$ cat src/motor_command_framer_crc16_unit_assert.svh
// ----------------------------------------------------------------------------
// Motor command framer assertion macros
// Concurrent assertion wrappers, compiled out when SYNTHESIS is defined.
// ----------------------------------------------------------------------------
`ifndef MOTOR_COMMAND_FRAMER_CRC16_UNIT_ASSERT_SVH
`define MOTOR_COMMAND_FRAMER_CRC16_UNIT_ASSERT_SVH
`ifndef SYNTHESIS
// same-cycle implication
`define MCF_ASSERT_IMP(label, clk, rst, ante, cons) \
   label: assert property (@(posedge clk) disable iff (rst) (ante) |-> (cons)) \
      else $error("mcf assertion failed");
// next-cycle implication
`define MCF_ASSERT_NEXT(label, clk, rst, ante, cons) \
   label: assert property (@(posedge clk) disable iff (rst) (ante) |=> (cons)) \
      else $error("mcf assertion failed");
`else
`define MCF_ASSERT_IMP(label, clk, rst, ante, cons)
`define MCF_ASSERT_NEXT(label, clk, rst, ante, cons)
`endif
`endif

$ cat src/mcf_pkg.sv
// ----------------------------------------------------------------------------
// mcf_pkg
// Types, frame constants and the CRC16/Modbus byte update for the framer.
// ----------------------------------------------------------------------------
`default_nettype none

package mcf_pkg;

   // frame constants
   localparam logic [7:0]  FRAME_HEADER   = 8'h3E;
   localparam logic [7:0]  FRAME_SEQUENCE = 8'h00;
   localparam logic [15:0] CRC_INIT       = 16'hFFFF;
   localparam logic [15:0] CRC_POLY       = 16'hA001;

   localparam int MAX_PAYLOAD_BYTES_DEFAULT = 4;

   // byte position within a frame: at most 7 + 7 bytes
   localparam int POS_W = 4;

   typedef struct packed {
      logic [7:0]  command_code;
      logic [7:0]  motor_address;
      logic [2:0]  payload_length;
      logic [31:0] payload;
   } req_type;

   typedef struct packed {
      logic [7:0] frame_byte;
      logic       last_of_frame;
   } rsp_type;

   // queued command, length already saturated
   typedef struct packed {
      logic [7:0]  command_code;
      logic [7:0]  motor_address;
      logic [2:0]  length;
      logic [31:0] payload;
   } cmd_type;

   // back-end status seen by the top level
   typedef struct packed {
      logic             busy;
      logic [POS_W-1:0] pos;
      logic [15:0]      crc;
   } back_status_type;

   // one byte of CRC16/Modbus, bit serial over eight steps
   function automatic logic [15:0] crc_feed(input logic [15:0] crc_i,
                                            input logic [7:0]  data_i);
      logic [15:0] c;
      c = crc_i ^ {8'h00, data_i};
      for (int k = 0; k < 8; k++) begin
         if (c[0]) begin
            c = (c >> 1) ^ CRC_POLY;
         end else begin
            c = c >> 1;
         end
      end
      return c;
   endfunction

endpackage

`default_nettype wire

$ cat src/mcf_front.sv
// ----------------------------------------------------------------------------
// mcf_front
// Accepts commands, saturates the payload length and holds them in a
// two-entry queue for the byte sequencer.
// ----------------------------------------------------------------------------
`default_nettype none

module mcf_front #(
   parameter int MAX_PAYLOAD_BYTES = mcf_pkg::MAX_PAYLOAD_BYTES_DEFAULT
) (
   input  wire logic             clock,
   input  wire logic             reset,
   input  wire logic             req_valid,
   output logic                  req_ready,
   input  wire mcf_pkg::req_type req_payload,
   output logic                  cmd_valid,
   output mcf_pkg::cmd_type      cmd_head,
   input  wire logic             cmd_pop
);

   localparam int DEPTH = 2;

   mcf_pkg::cmd_type q_data_ff [DEPTH];
   logic       wr_ptr_ff, wr_ptr_in;
   logic       rd_ptr_ff, rd_ptr_in;
   logic [1:0] count_ff, count_in;
   logic       push;
   mcf_pkg::cmd_type cmd_new;

   // classify: clamp length to the configured maximum
   always_comb begin
      cmd_new.command_code  = req_payload.command_code;
      cmd_new.motor_address = req_payload.motor_address;
      cmd_new.payload       = req_payload.payload;
      if ({1'b0, req_payload.payload_length} > 4'(MAX_PAYLOAD_BYTES)) begin
         cmd_new.length = 3'(MAX_PAYLOAD_BYTES);
      end else begin
         cmd_new.length = req_payload.payload_length;
      end
   end

   assign req_ready = (count_ff != 2'(DEPTH));
   assign push      = req_valid && req_ready;
   assign cmd_valid = (count_ff != 2'd0);
   assign cmd_head  = q_data_ff[rd_ptr_ff];

   // queue pointers and fill count
   always_comb begin
      wr_ptr_in = push ? ~wr_ptr_ff : wr_ptr_ff;
      rd_ptr_in = cmd_pop ? ~rd_ptr_ff : rd_ptr_ff;
      count_in  = count_ff + 2'(push) - 2'(cmd_pop);
   end

   always_ff @(posedge clock) begin
      if (reset) begin
         wr_ptr_ff <= 1'b0;
         rd_ptr_ff <= 1'b0;
         count_ff  <= 2'd0;
      end else begin
         wr_ptr_ff <= wr_ptr_in;
         rd_ptr_ff <= rd_ptr_in;
         count_ff  <= count_in;
      end
   end

   // queue storage
   always_ff @(posedge clock) begin
      if (push) begin
         q_data_ff[wr_ptr_ff] <= cmd_new;
      end
   end

endmodule

`default_nettype wire

$ cat src/mcf_back.sv
// ----------------------------------------------------------------------------
// mcf_back
// Byte sequencer: walks one queued command through header, sequence,
// address, command, length, payload and CRC bytes, one byte per cycle
// while the output is not stalled, into an output register.
// ----------------------------------------------------------------------------
`default_nettype none

module mcf_back (
   input  wire logic                 clock,
   input  wire logic                 reset,
   input  wire logic                 cmd_valid,
   input  wire mcf_pkg::cmd_type     cmd_head,
   output logic                      cmd_pop,
   output logic                      rsp_valid,
   input  wire logic                 rsp_ready,
   output mcf_pkg::rsp_type          rsp_payload,
   output mcf_pkg::back_status_type  status
);

   localparam int PW = mcf_pkg::POS_W;

   // fixed byte positions at the head of the frame
   localparam logic [PW-1:0] POS_HEADER   = PW'(0);
   localparam logic [PW-1:0] POS_SEQUENCE = PW'(1);
   localparam logic [PW-1:0] POS_ADDRESS  = PW'(2);
   localparam logic [PW-1:0] POS_COMMAND  = PW'(3);
   localparam logic [PW-1:0] POS_LENGTH   = PW'(4);
   localparam logic [PW-1:0] POS_PAYLOAD  = PW'(5);

   logic             busy_ff, busy_in;
   logic [PW-1:0]    pos_ff, pos_in;
   logic [15:0]      crc_ff, crc_in;
   mcf_pkg::cmd_type cmd_ff;
   logic             rsp_valid_ff, rsp_valid_in;
   mcf_pkg::rsp_type rsp_data_ff;

   logic             advance;
   logic             load;
   logic [PW-1:0]    crc_lo_pos;
   logic [PW-1:0]    pay_off;
   logic             is_last;
   logic             feed;
   logic [7:0]       byte_sel;

   assign advance    = busy_ff && (!rsp_valid_ff || rsp_ready);
   assign crc_lo_pos = PW'(cmd_ff.length) + POS_PAYLOAD;
   assign is_last    = (pos_ff == crc_lo_pos + PW'(1));
   assign feed       = (pos_ff < crc_lo_pos);
   assign pay_off    = pos_ff - POS_PAYLOAD;
   assign load       = cmd_valid && (!busy_ff || (advance && is_last));
   assign cmd_pop    = load;

   // select the byte at the current position
   always_comb begin
      unique case (pos_ff)
         POS_HEADER:   byte_sel = mcf_pkg::FRAME_HEADER;
         POS_SEQUENCE: byte_sel = mcf_pkg::FRAME_SEQUENCE;
         POS_ADDRESS:  byte_sel = cmd_ff.motor_address;
         POS_COMMAND:  byte_sel = cmd_ff.command_code;
         POS_LENGTH:   byte_sel = {5'b0, cmd_ff.length};
         default: begin
            if (feed) begin
               // payload bytes past the 32-bit field go out as zero
               byte_sel = pay_off[2] ? 8'h00 : cmd_ff.payload[8*pay_off[1:0] +: 8];
            end else if (pos_ff == crc_lo_pos) begin
               byte_sel = crc_ff[7:0];
            end else begin
               byte_sel = crc_ff[15:8];
            end
         end
      endcase
   end

   // sequencer next state
   always_comb begin
      busy_in = busy_ff;
      pos_in  = pos_ff;
      crc_in  = crc_ff;
      if (load) begin
         busy_in = 1'b1;
         pos_in  = '0;
         crc_in  = mcf_pkg::CRC_INIT;
      end else if (advance) begin
         pos_in = pos_ff + PW'(1);
         if (feed) begin
            crc_in = mcf_pkg::crc_feed(crc_ff, byte_sel);
         end
         if (is_last) begin
            busy_in = 1'b0;
            pos_in  = '0;
         end
      end
   end

   // output register valid
   always_comb begin
      if (advance) begin
         rsp_valid_in = 1'b1;
      end else if (rsp_ready) begin
         rsp_valid_in = 1'b0;
      end else begin
         rsp_valid_in = rsp_valid_ff;
      end
   end

   always_ff @(posedge clock) begin
      if (reset) begin
         busy_ff      <= 1'b0;
         pos_ff       <= '0;
         crc_ff       <= mcf_pkg::CRC_INIT;
         rsp_valid_ff <= 1'b0;
      end else begin
         busy_ff      <= busy_in;
         pos_ff       <= pos_in;
         crc_ff       <= crc_in;
         rsp_valid_ff <= rsp_valid_in;
      end
   end

   // command and output data
   always_ff @(posedge clock) begin
      if (load) begin
         cmd_ff <= cmd_head;
      end
      if (advance) begin
         rsp_data_ff.frame_byte    <= byte_sel;
         rsp_data_ff.last_of_frame <= is_last;
      end
   end

   assign rsp_valid   = rsp_valid_ff;
   assign rsp_payload = rsp_data_ff;

   assign status.busy = busy_ff;
   assign status.pos  = pos_ff;
   assign status.crc  = crc_ff;

endmodule

`default_nettype wire

$ cat src/motor_command_framer_crc16_unit.sv
// ----------------------------------------------------------------------------
// motor_command_framer_crc16_unit
// RS485 motor command framer with CRC16/Modbus trailer.
// ----------------------------------------------------------------------------
// Each accepted command becomes a frame of 7 + length bytes (length clamped
// to MAX_PAYLOAD_BYTES): 0x3E, 0x00, address, command, length, payload low
// byte first, CRC low, CRC high; the CRC high byte carries last_of_frame.
// Bytes leave at one per cycle unless the output stalls, set by the byte
// sequencer, which updates the CRC one byte per cycle; back-to-back frames
// follow with no gap. An idle unit loads a queued command into the sequencer,
// then registers its first byte at the output. A two-entry command queue lets
// new commands transfer while a frame is still going out.
// ----------------------------------------------------------------------------
`default_nettype none

`include "motor_command_framer_crc16_unit_assert.svh"

module motor_command_framer_crc16_unit #(
   parameter int MAX_PAYLOAD_BYTES = mcf_pkg::MAX_PAYLOAD_BYTES_DEFAULT
) (
   input  wire logic             clock,
   input  wire logic             reset,
   input  wire logic             req_valid,
   output logic                  req_ready,
   input  wire mcf_pkg::req_type req_payload,
   output logic                  rsp_valid,
   input  wire logic             rsp_ready,
   output mcf_pkg::rsp_type      rsp_payload
);

   logic                     cmd_valid;
   logic                     cmd_pop;
   mcf_pkg::cmd_type         cmd_head;
   mcf_pkg::back_status_type back_status;

   // command intake and queue
   mcf_front #(
      .MAX_PAYLOAD_BYTES(MAX_PAYLOAD_BYTES)
   ) u_front (
      .clock      (clock),
      .reset      (reset),
      .req_valid  (req_valid),
      .req_ready  (req_ready),
      .req_payload(req_payload),
      .cmd_valid  (cmd_valid),
      .cmd_head   (cmd_head),
      .cmd_pop    (cmd_pop)
   );

   // frame byte sequencer
   mcf_back u_back (
      .clock      (clock),
      .reset      (reset),
      .cmd_valid  (cmd_valid),
      .cmd_head   (cmd_head),
      .cmd_pop    (cmd_pop),
      .rsp_valid  (rsp_valid),
      .rsp_ready  (rsp_ready),
      .rsp_payload(rsp_payload),
      .status     (back_status)
   );

   // an accepted command is queued until the sequencer takes it
   `MCF_ASSERT_NEXT(a_push_queued, clock, reset, req_valid && req_ready, cmd_valid)
   // an idle sequencer takes a waiting command at once
   `MCF_ASSERT_NEXT(a_idle_loads, clock, reset, !back_status.busy && cmd_valid, back_status.busy)
   // every frame starts at position zero with a fresh CRC
   `MCF_ASSERT_IMP(a_frame_start, clock, reset, $rose(back_status.busy), (back_status.pos == '0) && (back_status.crc == mcf_pkg::CRC_INIT))
   // the sequencer only pops while a command is waiting
   `MCF_ASSERT_IMP(a_pop_valid, clock, reset, cmd_pop, cmd_valid)

endmodule

`default_nettype wire

$ cat config.mk
export PLATFORM = sky130hd
export DESIGN_NAME = motor_command_framer_crc16_unit
export DESIGN_NICKNAME = d
export VERILOG_FILES = /design/src/mcf_pkg.sv /design/src/mcf_front.sv /design/src/mcf_back.sv /design/src/motor_command_framer_crc16_unit.sv
export VERILOG_INCLUDE_DIRS = /design/src /design/src/src
export SDC_FILE = /design/constraint.sdc
export NUM_CORES = 1
export LEC_CHECK = 0
export ABC_AREA = 1
export BUFFER_PORTS_ARGS = -buffer_cell sky130_fd_sc_hd__buf_2
export CORE_MARGIN = 1
export CORE_UTILIZATION = 35
export DETAILED_ROUTE_END_ITERATION = 12
export GPL_TIMING_DRIVEN = 0
export SETUP_SLACK_MARGIN = 0.05
export SLEW_MARGIN = 25
export SYNTH_ARGS = -nofsm -noshare
export SYNTH_HDL_FRONTEND = slang
export SYNTH_HIERARCHICAL = 1
export SYNTH_SLANG_ARGS = --single-unit
$ cat constraint.sdc
create_clock -name clock -period 3.76 [get_ports clock]
set_input_delay 0 -clock clock [delete_from_list [all_inputs] [get_ports clock]]
set_output_delay 0 -clock clock [all_outputs]
set_load 0.005 [all_outputs]
==> impl_metrics.env <==
export IMPL_status="complete, no violations"
export IMPL_critPathRequiredTime_ns=4.13
export IMPL_area_growth_pct=23.6
export IMPL_syn_nets=687
export IMPL_insertion_delay_ns=0.43
export IMPL_critPathLaunch="u_back/pos_ff[0]"
export IMPL_drive_gt1_share_pct=28.2
export IMPL_placedInstanceArea_sq_um=9120
export IMPL_rsz0062_at_grt="false"
export IMPL_cts_buffers=17
export IMPL_tightest_slew_ns=0.753
export IMPL_nets=830
export IMPL_initial_core_util_pct=36.1
export IMPL_grt_pass1_vias=4859
export IMPL_num_vias=4884
export IMPL_syn_area_sq_um=8270
export IMPL_gr_max_usage_layer="met2"
export IMPL_gp_congestion=0.799
export IMPL_die_w_um=156
export IMPL_root_buffer="clkbuf_16"
export IMPL_grt_ovfl_total=0
export IMPL_io_pins=66
export IMPL_rows=55
export IMPL_rr_worst_depth=18
export IMPL_cellPowerDensity_nw_per_um2=766
export IMPL_cap_violations=0
export IMPL_via_per_inst=4.49
export IMPL_pre_cts_slack_ns=0.358
export IMPL_ant_nets=0
export IMPL_core_sq_um=22900
export IMPL_cts_sinks=189
export IMPL_use_met1_pct=17.0
export IMPL_min_period_ns=3.33
export IMPL_min_to="u_front/q_data_ff[0][20]"
export IMPL_cp_start_kind="flop"
export IMPL_dr_pass1_iters=4
export IMPL_hold_path_startpoint="req_payload[20]"
export IMPL_path_clk_slew_ns=0.07
export IMPL_cts_htree_levels=4
export IMPL_timing_final_setup_violations=0
export IMPL_setup_tns_ns=0
export IMPL_syn_area_per_cell_sq_um=13.4
export IMPL_drv_slew=0
export IMPL_grt_use_met3_pct=3.22
export IMPL_syn_inst=619
export IMPL_end_kind="flop"
export IMPL_drc=0
export IMPL_maxSlewHeadroom_pct=49.6
export IMPL_hold_viol=0
export IMPL_dp_hpwl_mm=10.9
export IMPL_reg2reg_to="u_front/count_ff[1]"
export IMPL_yosysWarnings=6
export IMPL_layout_common_cells="edfxtp_1 (162), nand2_1 (103), buf_2 (67)"
export IMPL_fin_crit_sh_pct=88.5
export IMPL_ir_drop_mv=0.333
export IMPL_worst_path_max_fanout=55
export IMPL_dp_cells=1002
export IMPL_power_leakage_uw=0.00405
export IMPL_cts_tree="done"
export IMPL_layout_setup_ws_ns=0.433
export IMPL_hp_class="in -> reg"
export IMPL_fmax_ghz=0.301
export IMPL_drt_first_iter_violations=293
export IMPL_grt_pass1_wl_mm=25.4
export IMPL_setup_worst_path_class="reg -> reg"
export IMPL_cp_arrival_ns=3.70
export IMPL_wl_mm=15.7
export IMPL_drt_wirelength_per_cell_um=14.5
export IMPL_r2r_setup_slack_ns=0.43
export IMPL_antenna_found_initial=0
export IMPL_whs_path_depth=2
export IMPL_die_area_sq_um=24300
export IMPL_num_antenna_cells=0
export IMPL_timing_rr_start="u_back/pos_ff[0]"
export IMPL_numPortBuffers=65
export IMPL_skew_ns=0.0151
export IMPL_grt_use_met2_pct=24.2
export IMPL_design_area_sq_um=10200
export IMPL_stdcell_count=1087
export IMPL_die_y_um=156
export IMPL_gr_usage_all_layers_pct=13.9
export IMPL_grt_max_degree=56
export IMPL_layout_commonest_cell="edfxtp_1"
export IMPL_cts_buffer_depth=2
-- worst max-delay path: stages, from the launching register on --
cell	delay, ns
dfxtp_1	0.37
buf_4	0.19
inv_4	0.07
buf_4	0.19
ha_1	0.34
a2111oi_2	0.65
nand2_1	0.20
nand2_1	0.12
nand2_1	0.10
inv_4	0.09
buf_16	0.25
xnor2_1	0.15
ha_1	0.17
inv_1	0.04
nand2_1	0.05
nand2_1	0.06
inv_1	0.05
nand2_1	0.04
a21oi_1	0.10
-- flip-flops by register name, indices dropped and copies added, names as in the netlist, 2 cells and up, named ones only --
name,flops
u_back/cmd_ff,51
u_back/crc_ff,16
u_back/pos_ff,4
u_back/rsp_payload,9
u_front/count_ff,2
u_front/q_data_ff,102
-- cell type report --
type	instances	area, sq um
fillers	2030	12700
flip-flops and latches	189	5410
multi-input cells	355	2480
repair buffers	124	973
clock buffers	20	437
well taps	313	392
inverters	61	241
plain buffers	14	166
clock inverters	11	134
-- power by group --
group | total (uW) | internal (uW) | switching, uW
combinational | 2890 | 1130 | 1760
sequential | 3190 | 2980 | 204
clock | 1760 | 986 | 771
total | 7830 | 5100 | 2730
-- what timing repair did --
item	4_1_cts	5_1_grt
hold endpoints to repair	109	0
endpoints found under the setup margin	0	1
setup buffers	0	0
resized for setup	0	1
hold buffers	54	0
-- worst max path at each step --
stage / endpoint / slack (ns)
floorplan: u_front/count_ff[1] / 0.12
global placement: u_front/count_ff[1] / -1.05
detailed placement: u_front/count_ff[1] / 0.36
CTS: u_front/count_ff[1] / 0.34
global route: u_front/count_ff[1] / 0.13
finish: u_front/count_ff[1] / 0.43
-- metal layers --
layer / routed length [um] / share of wire (%)
met1: 7050 / 45
met2: 8010 / 51
met3: 534 / 3.4
met4: 130 / 0.83
met5: 0 / 0
-- metrics by stage --
| step | power, uW | hold slack [ns] | utilization (%) |
|---|---|---|---|
| after floorplan | 5310 | 0.0691 | - |
| after global placement | 6000 | 0.187 | 39.2 |
| after detailed placement | 6100 | 0.191 | 39.8 |
| after CTS | 7920 | 0.264 | 44.6 |
| after global routing | 8350 | 0.276 | 44.6 |
| final | 7830 | 0.286 | 44.6 |
Power figures use the tool's default switching activity.
